**config.mk**
```make
export PLATFORM = sky130hd
export DESIGN_NAME = sliding_median_adc_filter
export DESIGN_NICKNAME = d
export VERILOG_FILES = /design/src/rtl/smaf_pkg.sv /design/src/rtl/smaf_ring.sv /design/src/rtl/smaf_rank_sel.sv /design/src/rtl/sliding_median_adc_filter.sv
export SDC_FILE = /design/constraint.sdc
export NUM_CORES = 1
export LEC_CHECK = 0
export ABC_AREA = 1
export BUFFER_PORTS_ARGS = -buffer_cell sky130_fd_sc_hd__buf_4
export CAP_MARGIN = 20
export CORE_MARGIN = 2
export CORE_UTILIZATION = 34
export CTS_CLUSTER_SIZE = 16
export DETAILED_ROUTE_END_ITERATION = 8
export PLACE_DENSITY = 0.5
export SYNTH_ARGS = -nofsm -noshare
export SYNTH_HDL_FRONTEND = slang
export SYNTH_SLANG_ARGS = --single-unit
```
**constraint.sdc**
```tcl
create_clock -name clock -period 3.03 [get_ports clock]
set_clock_uncertainty 0.05 [all_clocks]
set_input_delay 0.1515 -clock clock [delete_from_list [all_inputs] [get_ports clock]]
set_output_delay 0.1515 -clock clock [all_outputs]
set_load 0.02 [all_outputs]
```
**src/rtl/smaf_pkg.sv**
```systemverilog
`default_nettype none
package smaf_pkg;

   localparam int WINDOW   = 5;
   localparam int RAW_W    = 26;
   localparam int SAMPLE_W = 24;
   localparam int SLOT_W   = $clog2(WINDOW);
   localparam int CNT_W    = $clog2(WINDOW + 1);
   localparam int BIT_W    = $clog2(SAMPLE_W);
   localparam int RANK     = (WINDOW - 1) / 2;

   localparam logic [SAMPLE_W-1:0] SIGN_FLIP = SAMPLE_W'(24'h800000);

   // sequencing strobes from the top level to the ring and the selector
   typedef struct packed {
      logic load;   // new sample written, selector restarted
      logic step;   // one bit position processed, ring rotates
   } seq_ctrl_type;

endpackage
`default_nettype wire

```
**src/rtl/smaf_ring.sv**
```systemverilog
`default_nettype none
module smaf_ring
   import smaf_pkg::*;
(
   input  wire logic                clock,
   input  wire logic                reset,
   input  wire seq_ctrl_type        ctrl,
   input  wire logic [SAMPLE_W-1:0] wr_sample,
   output logic      [WINDOW-1:0]   msb_bits
);

   logic [SAMPLE_W-1:0] entries_ff [WINDOW];
   logic [SAMPLE_W-1:0] entries_in [WINDOW];
   logic [SLOT_W-1:0]   slot_ff;
   logic [SLOT_W-1:0]   slot_in;

   always_comb begin
      for (int i = 0; i < WINDOW; i++) begin
         entries_in[i] = entries_ff[i];
         // circular rotate: after SAMPLE_W steps each entry is back in place
         if (ctrl.step) begin
            entries_in[i] = {entries_ff[i][SAMPLE_W-2:0], entries_ff[i][SAMPLE_W-1]};
         end
         if (ctrl.load && slot_ff == SLOT_W'(i)) begin
            entries_in[i] = wr_sample;
         end
         msb_bits[i] = entries_ff[i][SAMPLE_W-1];
      end
   end

   always_comb begin
      slot_in = slot_ff;
      if (ctrl.load) begin
         slot_in = (slot_ff == SLOT_W'(WINDOW - 1)) ? '0 : SLOT_W'(slot_ff + 1'b1);
      end
   end

   always_ff @(posedge clock) begin
      if (reset) begin
         slot_ff <= '0;
         for (int i = 0; i < WINDOW; i++) begin
            entries_ff[i] <= '0;
         end
      end else begin
         slot_ff <= slot_in;
         for (int i = 0; i < WINDOW; i++) begin
            entries_ff[i] <= entries_in[i];
         end
      end
   end

endmodule
`default_nettype wire

```
**src/rtl/smaf_rank_sel.sv**
```systemverilog
`default_nettype none
module smaf_rank_sel
   import smaf_pkg::*;
(
   input  wire logic                clock,
   input  wire logic                reset,
   input  wire seq_ctrl_type        ctrl,
   input  wire logic [WINDOW-1:0]   msb_bits,
   output logic      [SAMPLE_W-1:0] result
);

   logic [WINDOW-1:0]   active_ff;
   logic [WINDOW-1:0]   active_in;
   logic [CNT_W-1:0]    rank_ff;
   logic [CNT_W-1:0]    rank_in;
   logic [SAMPLE_W-1:0] result_ff;
   logic [SAMPLE_W-1:0] result_in;
   logic [WINDOW-1:0]   zeros;
   logic [CNT_W-1:0]    zero_cnt;
   logic                res_bit;

   // MSB-first radix select: the wanted rank lies among the zeros or the ones
   assign zeros    = active_ff & ~msb_bits;
   assign zero_cnt = CNT_W'($countones(zeros));
   assign res_bit  = (rank_ff >= zero_cnt);

   always_comb begin
      active_in = active_ff;
      rank_in   = rank_ff;
      result_in = result_ff;
      if (ctrl.load) begin
         active_in = '1;
         rank_in   = CNT_W'(RANK);
      end else if (ctrl.step) begin
         result_in = {result_ff[SAMPLE_W-2:0], res_bit};
         if (res_bit) begin
            active_in = active_ff & msb_bits;
            rank_in   = CNT_W'(rank_ff - zero_cnt);
         end else begin
            active_in = zeros;
         end
      end
   end

   always_ff @(posedge clock) begin
      if (reset) begin
         active_ff <= '0;
         rank_ff   <= '0;
      end else begin
         active_ff <= active_in;
         rank_ff   <= rank_in;
      end
      result_ff <= result_in;
   end

   assign result = result_ff;

endmodule
`default_nettype wire

```
**src/rtl/sliding_median_adc_filter.sv**
```systemverilog
// A word is taken in ST_IDLE, stepped through every bit position in ST_RUN, and waits in
// ST_DONE until the output register is free; no new word is taken before then. The bit-serial
// rank select walks one bit position of all ring entries per cycle, MSB first.
// req_stall stays high from acceptance until the result enters the output register.
// Reset (synchronous, active high) clears the ring, the write slot, the last
// median and the output valid; the block takes a word in the first cycle after.
`default_nettype none
module sliding_median_adc_filter
   import smaf_pkg::*;
(
   input  wire logic                clock,
   input  wire logic                reset,
   input  wire logic                req_valid,
   output logic                     req_stall,
   input  wire logic [RAW_W-1:0]    req_raw_bits,
   input  wire logic                req_read_failed,
   output logic                     rsp_valid,
   input  wire logic                rsp_stall,
   output logic      [SAMPLE_W-1:0] rsp_median
);

   // control states
   localparam logic [1:0] ST_IDLE = 2'd0;   // waiting for a word
   localparam logic [1:0] ST_RUN  = 2'd1;   // stepping through bit positions
   localparam logic [1:0] ST_DONE = 2'd2;   // result held until output register frees

   logic [1:0]          state_ff;
   logic [1:0]          state_in;
   logic [BIT_W-1:0]    bit_cnt_ff;
   logic [BIT_W-1:0]    bit_cnt_in;
   logic [SAMPLE_W-1:0] last_median_ff;
   logic [SAMPLE_W-1:0] last_median_in;
   logic                rsp_valid_ff;
   logic                rsp_valid_in;
   logic [SAMPLE_W-1:0] rsp_median_ff;
   logic [SAMPLE_W-1:0] rsp_median_in;

   logic                accept;
   logic                out_free;
   logic [SAMPLE_W-1:0] sample;
   logic [WINDOW-1:0]   msb_bits;
   logic [SAMPLE_W-1:0] sel_result;
   seq_ctrl_type        ctrl;

   assign req_stall = (state_ff != ST_IDLE);
   assign accept    = req_valid && !req_stall;
   assign out_free  = !rsp_valid_ff || !rsp_stall;

   // drop the last received bit, keep 24, flip the sign into offset binary;
   // a failed read repeats the previous median
   assign sample = req_read_failed ? last_median_ff
                                   : (req_raw_bits[SAMPLE_W:1] ^ SIGN_FLIP);

   assign ctrl.load = accept;
   assign ctrl.step = (state_ff == ST_RUN);

   smaf_ring u_ring (
      .clock     (clock),
      .reset     (reset),
      .ctrl      (ctrl),
      .wr_sample (sample),
      .msb_bits  (msb_bits)
   );

   smaf_rank_sel u_rank_sel (
      .clock    (clock),
      .reset    (reset),
      .ctrl     (ctrl),
      .msb_bits (msb_bits),
      .result   (sel_result)
   );

   always_comb begin
      state_in       = state_ff;
      bit_cnt_in     = bit_cnt_ff;
      last_median_in = last_median_ff;
      rsp_median_in  = rsp_median_ff;
      // a taken word frees the output register
      rsp_valid_in   = rsp_valid_ff && rsp_stall;
      case (state_ff)
         ST_IDLE: begin
            if (accept) begin
               state_in   = ST_RUN;
               bit_cnt_in = '0;
            end
         end
         ST_RUN: begin
            bit_cnt_in = BIT_W'(bit_cnt_ff + 1'b1);
            if (bit_cnt_ff == BIT_W'(SAMPLE_W - 1)) begin
               state_in = ST_DONE;
            end
         end
         ST_DONE: begin
            if (out_free) begin
               rsp_median_in  = sel_result;
               rsp_valid_in   = 1'b1;
               last_median_in = sel_result;
               state_in       = ST_IDLE;
            end
         end
         default: begin
            state_in = ST_IDLE;
         end
      endcase
   end

   always_ff @(posedge clock) begin
      if (reset) begin
         state_ff       <= ST_IDLE;
         bit_cnt_ff     <= '0;
         last_median_ff <= '0;
         rsp_valid_ff   <= 1'b0;
      end else begin
         state_ff       <= state_in;
         bit_cnt_ff     <= bit_cnt_in;
         last_median_ff <= last_median_in;
         rsp_valid_ff   <= rsp_valid_in;
      end
      rsp_median_ff <= rsp_median_in;
   end

   assign rsp_valid  = rsp_valid_ff;
   assign rsp_median = rsp_median_ff;

endmodule
`default_nettype wire

```
# ---- Word-level counts from Yosys, hierarchy flattened
# Memories as Yosys holds them, arrays and structs flattened.
# Index checks and enable logic that the tools add are counted.
# W data, S select, Z words.
dict set report totals {
  reg_bits 91
  ram_bits 120
  in_bits 31
  elab_cells 97
  n_memories 1
}
# name words width read_ports rd_clocked_by_memory_dff wr line
set mem_list {}
lappend mem_list {u_ring.entries_ff 5 24 5 0 5 smaf_ring.sv:12} ;# logic [SAMPLE_W-1:0] entries_ff [WINDOW];
dict set report classes {
  n_addsub 7
  order_cmp 1
  n_eq_ne 10
  muxes 34
  bitwise 10
  reduce_logical 24
}
# cell count
set op_table {}
lappend op_table {{$mux W24} 16}
lappend op_table {{$mux W5} 4}
lappend op_table {{$mux W2} 6}
lappend op_table {{$and A5 B5 Y5} 2}
lappend op_table {{$pmux W5 S2} 1}
lappend op_table {{$reduce_and A2 Y1} 5}
lappend op_table {{$reduce_bool A2 Y1} 4}
lappend op_table {{$logic_and A1 B1 Y1} 7}
lappend op_table {{$eq A3 B2 Y1 const B} 2}
lappend op_table {{$pmux W2 S3} 1}
lappend op_table {{$add A5 B1 Y5 const B} 1}
lappend op_table {{$eq A5 B5 Y1 const B} 1}
lappend op_table {{$mux W1} 5}
lappend op_table {{$not A5 Y5} 1}
lappend op_table {{$or A1 B1 Y1} 5}
lappend op_table {{$add A1 B1 Y2} 2}
lappend op_table {{$ne A2 B2 Y1 const B} 2}
lappend op_table {{$add A3 B1 Y3} 1}
lappend op_table {{$add A3 B1 Y3 const B} 1}
lappend op_table {{$add A3 B3 Y3} 1}
lappend op_table {{$eq A3 B1 Y1 const B} 1}
lappend op_table {{$eq A3 B3 Y1 const B} 1}
lappend op_table {{$ge A3 B3 Y1} 1}
lappend op_table {{$logic_not A1 Y1} 3}
lappend op_table {{11 further kinds} 12}

# ---- Longest topological paths before layout
# Gate-level depths: netlist of run 1.
# An unclocked memory read counts as a cell.
dict set report depth {
  depth_word 10
  depth_mapped 16
  mapped_depth_nobuf 15
}

# ---- Modules after synthesis
# A second synthesis of run 1 with hierarchy kept.
dict set report hier_totals {
  cells_unflattened 1285
  area_unflattened_um2 9937.0
}
# module instances cells_each area_each_um2
set by_module_without_submodules {}
lappend by_module_without_submodules {smaf_ring 1 941 6259.8}
lappend by_module_without_submodules {sliding_median_adc_filter 1 215 2260.9}
lappend by_module_without_submodules {smaf_rank_sel 1 129 1416.4}

# ---- Least setup slack after synthesis of run 1
# Ideal clock, no wire load.
dict set report synth_timing {
  path_type {register -> register}
  startpoint {memory u_ring.entries_ff[0][23]}
  endpoint {register u_rank_sel.rank_ff[1]}
  setup_time_ps 128
  arrival_time_ps 2544
  required_ps 2852
  path_slack_ps 309
  path_stages_with_launch 16
  period_less_slack_ps 2721
  cell_sequence {dfxtp_1 nor2_1 ha_1 inv_1 fa_1 fa_1 ha_1 nand2_1 inv_1 nand2_1 nand2_1 buf_2 nand3_1 nand2_1 nor2_1 nor2_1}
}
# element line
set synth_rtl {}
lappend synth_rtl {{start: declaration} smaf_ring.sv:12}
lappend synth_rtl {{end signal: assignment} smaf_rank_sel.sv:51} ;# rank_ff <= rank_in;
lappend synth_rtl {{end: declaration} smaf_rank_sel.sv:14} ;# logic [CNT_W-1:0] rank_ff;

==> flow_metrics.py, run 1 <==
metrics = {
    "clock_network": {
        "clockBufferDepth": 3,
        "clkTransAtPathRegs_ps": 60,
        "cts_tree": "done",
        "clkSinkCount": 211,
        "cts_buffers": 25,
        "worstSkewPairLatency_ps": 530,
        "root_buffer": "clkbuf_16",
        "cts_setup_buffers": 0,
        "htreeDepth": 1,
    },
    "critical_path": {
        "worstPathRequired_ps": 3440,
        "crit_path_end_kind": "register",
        "path_cells": "nor2_1 > ha_1 > inv_1 > fa_1 > fa_1 > ha_1 > nand2_1 > inv_1 > nand2_1 > nand2_1 > buf_4 > nand2_1 > nand2_1 > nand2_1 > a21oi_1",
        "crit_family": "adder cells",
        "max_stage_delay_ps": 500,
        "worstPathMaxFanout": 7,
        "startpoint_type": "register",
        "worst-endpoint-arrival_ps": 3210,
        "cp_slowest_cell": "fa_1",
        "cpMostUsedCell": "nand2_1",
        "path_class": "reg -> reg",
        "path_buf_inv": 3,
    },
    "placed_design": {
        "hpwlAfterDp_mm": 14.21,
        "gp_congestion": 0.7354,
        "place_area_um2": 10240,
        "port_buffers": 54,
        "placedCellCount": 1658,
    },
    "timing": {
        "fin_crit_ps": 2800,
        "setup_viol": 0,
        "final_max_slew_viol_count": 0,
        "worstMarginPinSlew_ps": 954.4,
        "fmax_ghz": 0.3571,
        "grt_setup_unrepaired": "false",
        "hold_violations": 0,
        "slew_headroom": 0.3570,
        "post-route-period-util": 0.9242,
        "tns_ps": 0,
    },
    "die": {
        "die-area_um2": 29540,
        "die_h_um": 171.9,
        "placementRows": 61,
        "io_pins": 57,
        "fp.dieW_um": 171.9,
        "start_util": 0.3448,
        "core_um2": 27780,
    },
    "cells_and_area": {
        "stdcell_area_um2": 11060,
        "nets": 1356,
        "n_antenna_cell": 0,
        "area_delta_synth_final_pct": 15.42,
        "most-common-layout-cells": "nor2_1 (223), nand2_1 (215), dfxtp_1 (161)",
        "layout_commonest_cell": "nor2_1",
        "fin_util": 0.3980,
        "stdcell_count": 1707,
        "drive_above_1_share": 0.09631,
    },
    "synth": {
        "synth_cell_types": 28,
        "synth_seq_cells": 211,
        "yosysSeqAreaShare": 0.4911,
        "avgSynthCellArea_um2": 7.444,
        "synth_warnings": 0,
        "synth-async-reset-ratio": 0,
        "netlist_instances": 1287,
        "syn-num-nets": 1332,
        "syn_area_um2": 9580,
        "synth_flop_cell": "dfxtp_1",
        "synth-edff-count": 48,
    },
    "routing": {
        "vias": 7963,
        "drt-vias-per-instance": 4.665,
        "wl_met1_mm": 11.43,
        "wl_met3_um": 809,
        "drt_iter0_drc": 413,
        "route.met2.wl_mm": 10.36,
        "dr.pass1.iters": 5,
        "wire_per_inst_um": 13.49,
        "drc": 0,
        "routed_wl_mm": 23.03,
        "antenna_left": 0,
        "top_layer": "met4",
    },
    "min_path": {
        "hold_class": "in -> reg",
    },
    "global_routing": {
        "antenna_found_initial": 0,
        "grt_pass1_vias": 7346,
        "track_usage": 0.1556,
        "gr-total-overflow": 0,
        "grt_pass1_wl_mm": 37.42,
        "grt_max_degree": 119,
    },
    "pwr": {
        "switching_power_mw": 1.996,
        "switching_share": 0.2832,
        "powerDensity_nw_per_um2": 637.3,
        "clkPwrFrac": 0.404,
        "p_seq_frac": 0.448,
        "combPwrFrac": 0.148,
        "vdd_drop_max_uv": 342.2,
        "internal_power_mw": 5.052,
        "p_total_mw": 7.048,
        "p_leak_nw": 4.296,
    },
    "outcome": {
        "status": "finished clean",
    },
    "flow_run": {
        "max_cap_violations": 0,
    },
}
-- cell type report --
type                       instances  area, µm²
clock buffer                      31      668.1
clock inverter                    14      105.1
fill                            2941      16720
inverter                         156      585.6
multi-input combinational        834       3849
sequential                       211       4707
tap                              378      473.0
timing repair buffer              83      670.6
-- cell usage after synthesis (all sizes together), types with 2 or more instances --
cell type  instances  area share
nor2             226       0.089
o21ai             95       0.050
a21oi            152       0.079
clkbuf            30       0.012
buf               56       0.036
o22ai              2      0.0013
nand4             11      0.0072
fa                 3      0.0063
inv              156       0.061
ha                11       0.014
nand3            104       0.055
nand2            220       0.089
o211a              6      0.0063
edfxtp            48        0.15
dfxtp            163        0.34
-- stage by stage --
stage                     hold slack [ps]  setup slack, ps
final                               128.6            229.7
after global routing                149.5            9.338
after detailed placement            384.8            223.9
after CTS                           124.0            198.2
after global placement              385.5            234.3
after floorplan                     280.7            308.9
-- routing by layer --
| metal | vias to the layer above | GRT usage |
|---|---|---|
| li1 | 4164 | - |
| met1 | 3689 | 0.2146 |
| met2 | 83 | 0.2530 |
| met3 | 27 | 0.02861 |
| met4 | 0 | 0.03690 |
| met5 | - | 0 |
-- timing repair --
action	in CTS	in global routing
hold buffers	4	0
setup endpoints to repair	0	1
resized for setup	0	2
hold endpoints to repair	26	0
-- kinds of logic after synthesis --
logic type,count (synthesis),synth area share
AOI/OAI and AO/OA,257,0.1382
xor gates and xnor gates,1,0.0009144
adders and majority gates,14,0.02063
buffers and inverters,242,0.1085
DFF,211,0.4911
and+or+nand+nor,562,0.2407
-- power groups by stage --
| stage | clock network [mW] | registers [mW] | logic [mW] |
|---|---|---|---|
| 4_1_cts | 2.93 | 3.16 | 1.06 |
| 6_report | 2.85 | 3.16 | 1.04 |
| 3_5_place_dp | 0 | 3.22 | 1.05 |
| 2_1_floorplan | 0 | 3.20 | 0.738 |
| 3_3_place_gp | 0 | 3.22 | 1.04 |
| 5_1_grt | 3.04 | 3.18 | 1.19 |
-- worst paths after layout --
check | from | to | slack (ps) | cells past startpoint
worst max register to register | u_ring.entries_ff[0][47]$_SDFFE_PP0P_ | u_rank_sel.active_ff[3]$_SDFFE_PP0P_ | 230 | 15
worst max-delay path | u_ring.entries_ff[0][47]$_SDFFE_PP0P_ | u_rank_sel.active_ff[3]$_SDFFE_PP0P_ | 230 | 15
worst min-delay path | req_raw_bits[1] | u_ring.entries_ff[0][0]$_SDFFE_PP0P_ | 130 | 5
worst min register to register | u_rank_sel.result[23]$_DFFE_PP_ | rsp_median[23]$_DFFE_PP_ | 400 | 0
-- sequential cells by signal, summed over array words and instances (netlist names) --
signal                count
u_ring.slot_ff            3
state_ff                  2
rsp_valid                 1
u_rank_sel.active_ff      5
u_rank_sel.rank_ff        3
u_rank_sel.result        24
last_median_ff           24
u_ring.entries_ff       120
bit_cnt_ff                5
rsp_median               24
-- worst reg2reg max path, delay by kind of cell (launching register included) --
family,cells,cell delay [ps]
adders and majority gates,4,1500
AOI/OAI and AO/OA,1,120
and+or+nand+nor,7,440
buffers and inverters,3,270
DFF,1,380
Power figures use the tool's default switching activity.
==> inputs of run 2 (changes only) <==
- ABC_AREA: 1 -> unset
==> run 2 against run 1 <==
Effect of this change: synthesized cell count shrank 25%; highest routed layer unchanged; sequential power shrank 2%; largest power group unchanged; total power shrank 5.8%; largest cell class unchanged.
==> flow_metrics.py, run 2 <==
metrics = {
    "outcome": {
        "status": "finished clean",
    },
    "routing": {
        "vias": 6864,
        "routed_wl_mm": 20.86,
        "antenna_left": 0,
        "wire_per_inst_um": 15.55,
        "dr.pass1.iters": 4,
        "drt-vias-per-instance": 5.119,
        "drc": 0,
        "drt_iter0_drc": 478,
    },
    "timing": {
        "slew_headroom": 0.3267,
        "fin_ws_ps": 140.8,
        "tns_ps": 0,
        "final_max_slew_viol_count": 0,
        "grt_setup_unrepaired": "false",
        "fin_crit_ps": 2889,
        "worstMarginPinSlew_ps": 1010,
        "fmax_ghz": 0.3461,
        "post-route-period-util": 0.9535,
        "hold_violations": 0,
        "setup_viol": 0,
    },
    "synth": {
        "synth_top_area_frac": 0.3705,
        "syn_area_um2": 8807,
        "synth_common_cells": "nand2_1 (287), dfxtp_1 (163), nor2_1 (125), a311oi_1 (110), edfxtp_1 (48)",
        "synth_flop_cell": "dfxtp_1",
        "avgSynthCellArea_um2": 9.070,
        "netlist_instances": 971,
        "synth-async-reset-ratio": 0,
        "synth_warnings": 0,
        "synth.most_common_cell": "nand2_1",
        "yosysSeqAreaShare": 0.5342,
        "synth-edff-count": 48,
        "syn-num-nets": 1016,
        "synth_cell_types": 41,
        "synth.area.top_cells": "dfxtp_1 (37%), edfxtp_1 (16%), nand2_1 (12%)",
        "yosys.area.top_type": "dfxtp_1",
        "synth_seq_cells": 211,
    },
    "critical_path": {
        "path_class": "reg -> reg",
        "worstPathRequired_ps": 3390,
        "crit_path_end_kind": "register",
        "worstPathMaxFanout": 5,
        "worst-endpoint-arrival_ps": 3250,
        "startpoint_type": "register",
    },
    "cells_and_area": {
        "drive_above_1_share": 0.1414,
        "largest-register": "u_ring.entries_ff",
        "most-common-layout-cells": "nand2_1 (287), dfxtp_1 (163), nor2_1 (125)",
        "filler_cell_count": 2574,
        "stdcell_area_um2": 10180,
        "area_delta_synth_final_pct": 15.59,
        "n_antenna_cell": 0,
        "layout_commonest_cell": "nand2_1",
        "nets": 1039,
        "largest_register_ffs": 120,
    },
    "clock_network": {
        "clkTransAtPathRegs_ps": 60,
        "worstSkewPairLatency_ps": 510,
        "htreeDepth": 1,
        "cts_tree": "done",
        "clockBufferDepth": 3,
        "clkSinkCount": 211,
        "cts_setup_buffers": 0,
        "root_buffer": "clkbuf_16",
        "cts_buffers": 24,
    },
    "global_routing": {
        "track_usage": 0.1553,
        "grt_pass1_vias": 6466,
        "antenna_found_initial": 0,
        "gr-total-overflow": 0,
        "grt_pass1_wl_mm": 34.49,
        "grt_max_degree": 90,
    },
    "die": {
        "die-area_um2": 27210,
        "io_pins": 57,
        "fp.dieW_um": 164.9,
        "start_util": 0.3477,
        "die_h_um": 164.9,
        "placementRows": 58,
        "core_um2": 25330,
    },
    "min_path": {
        "hold_class": "in -> reg",
    },
    "pwr": {
        "vdd_drop_max_uv": 355.9,
        "p_leak_nw": 3.510,
        "powerDensity_nw_per_um2": 652.1,
    },
    "placed_design": {
        "port_buffers": 54,
        "hpwlAfterDp_mm": 12.89,
        "dpl_worst_slack_ps": 105.0,
        "gp_congestion": 0.7108,
        "place_area_um2": 9437,
    },
    "flow_run": {
        "max_cap_violations": 0,
    },
}
## run 2: critical path: stages, from the launching register on
cell and delay [ps]:
dfxtp_1 310, nor2b_1 130, ha_1 270, inv_1 50
fa_2 380, fa_1 510, ha_1 300, nand2_1 60
o21a_4 220, buf_4 160, xnor2_1 130, a211oi_1 220
## run 2: worst paths after layout
path | startpoint | end | slack, ps | cells after the start
hold reg to reg | last_median_ff[19]$_SDFFE_PP0P_ | last_median_ff[19]$_SDFFE_PP0P_ | 400 | 2
hold / removal | req_raw_bits[20] | u_ring.entries_ff[0][91]$_SDFFE_PP0P_ | 100 | 4
setup / recovery | u_rank_sel.active_ff[0]$_SDFFE_PP0P_ | u_rank_sel.active_ff[2]$_SDFFE_PP0P_ | 140 | 11
setup reg to reg | u_rank_sel.active_ff[0]$_SDFFE_PP0P_ | u_rank_sel.active_ff[2]$_SDFFE_PP0P_ | 140 | 11
## run 2: area by class of cell
cell class                 instances  area [µm²]  share of cell area
inverter                          14       55.05            0.005408
sequential                       211        4705              0.4621
tap                              330       412.9             0.04056
multi-input combinational        666        3666              0.3601
clock buffer                      36       690.7             0.06785
clock inverter                     7       32.53            0.003196
timing repair buffer              77       618.1             0.06072
## run 2: through the flow
| stage | hold slack, ps | instances | util | power [mW] |
|---|---|---|---|---|
| 6_report | 104.7 | 1341 | 0.4019 | 6.638 |
| 4_1_cts | 83.99 | 1341 | 0.4015 | 6.696 |
| 3_3_place_gp | 385.7 | 1297 | 0.3726 | 3.970 |
| 5_1_grt | 118.7 | 1341 | 0.4019 | 6.964 |
| 3_5_place_dp | 394.6 | 1297 | 0.3726 | 3.970 |
| 2_1_floorplan | 284.1 | 971 | - | 3.755 |
## run 2: logic make-up (layout without fill, tap and decap cells)
family,count (synthesis),after routing,share of synthesized area
XOR/XNOR,6,6,0.005967
flip-flops,211,211,0.5342
buffers and inverters,94,134,0.05214
multiplexers,25,25,0.03182
AND/OR/NAND/NOR,442,442,0.1996
AO/OA/AOI/OAI,179,179,0.1539
adder cells (fa/ha/maj),14,14,0.02245
## run 2: power breakdown
part,internal (mW),switching [mW],leakage [nW]
Combinational,0.347,0.502,1.39
Sequential,3.01,0.0760,1.76
Clock,1.57,1.13,0.357
## run 2: layer usage
metal	wire length, µm	track usage	vias to the layer above
li1	-	-	3424
met1	10370	0.2249	3304
met2	9240	0.2396	105
met3	789	0.02486	31
met4	455	0.04269	0
met5	0	0	-
## run 2: what timing repair did
item | 4_1_cts | 5_1_grt
hold buffers | 1 | 0
gates resized for setup | 0 | 4
setup endpoints to repair | 0 | 6
endpoints found under the hold margin | 1 | 0
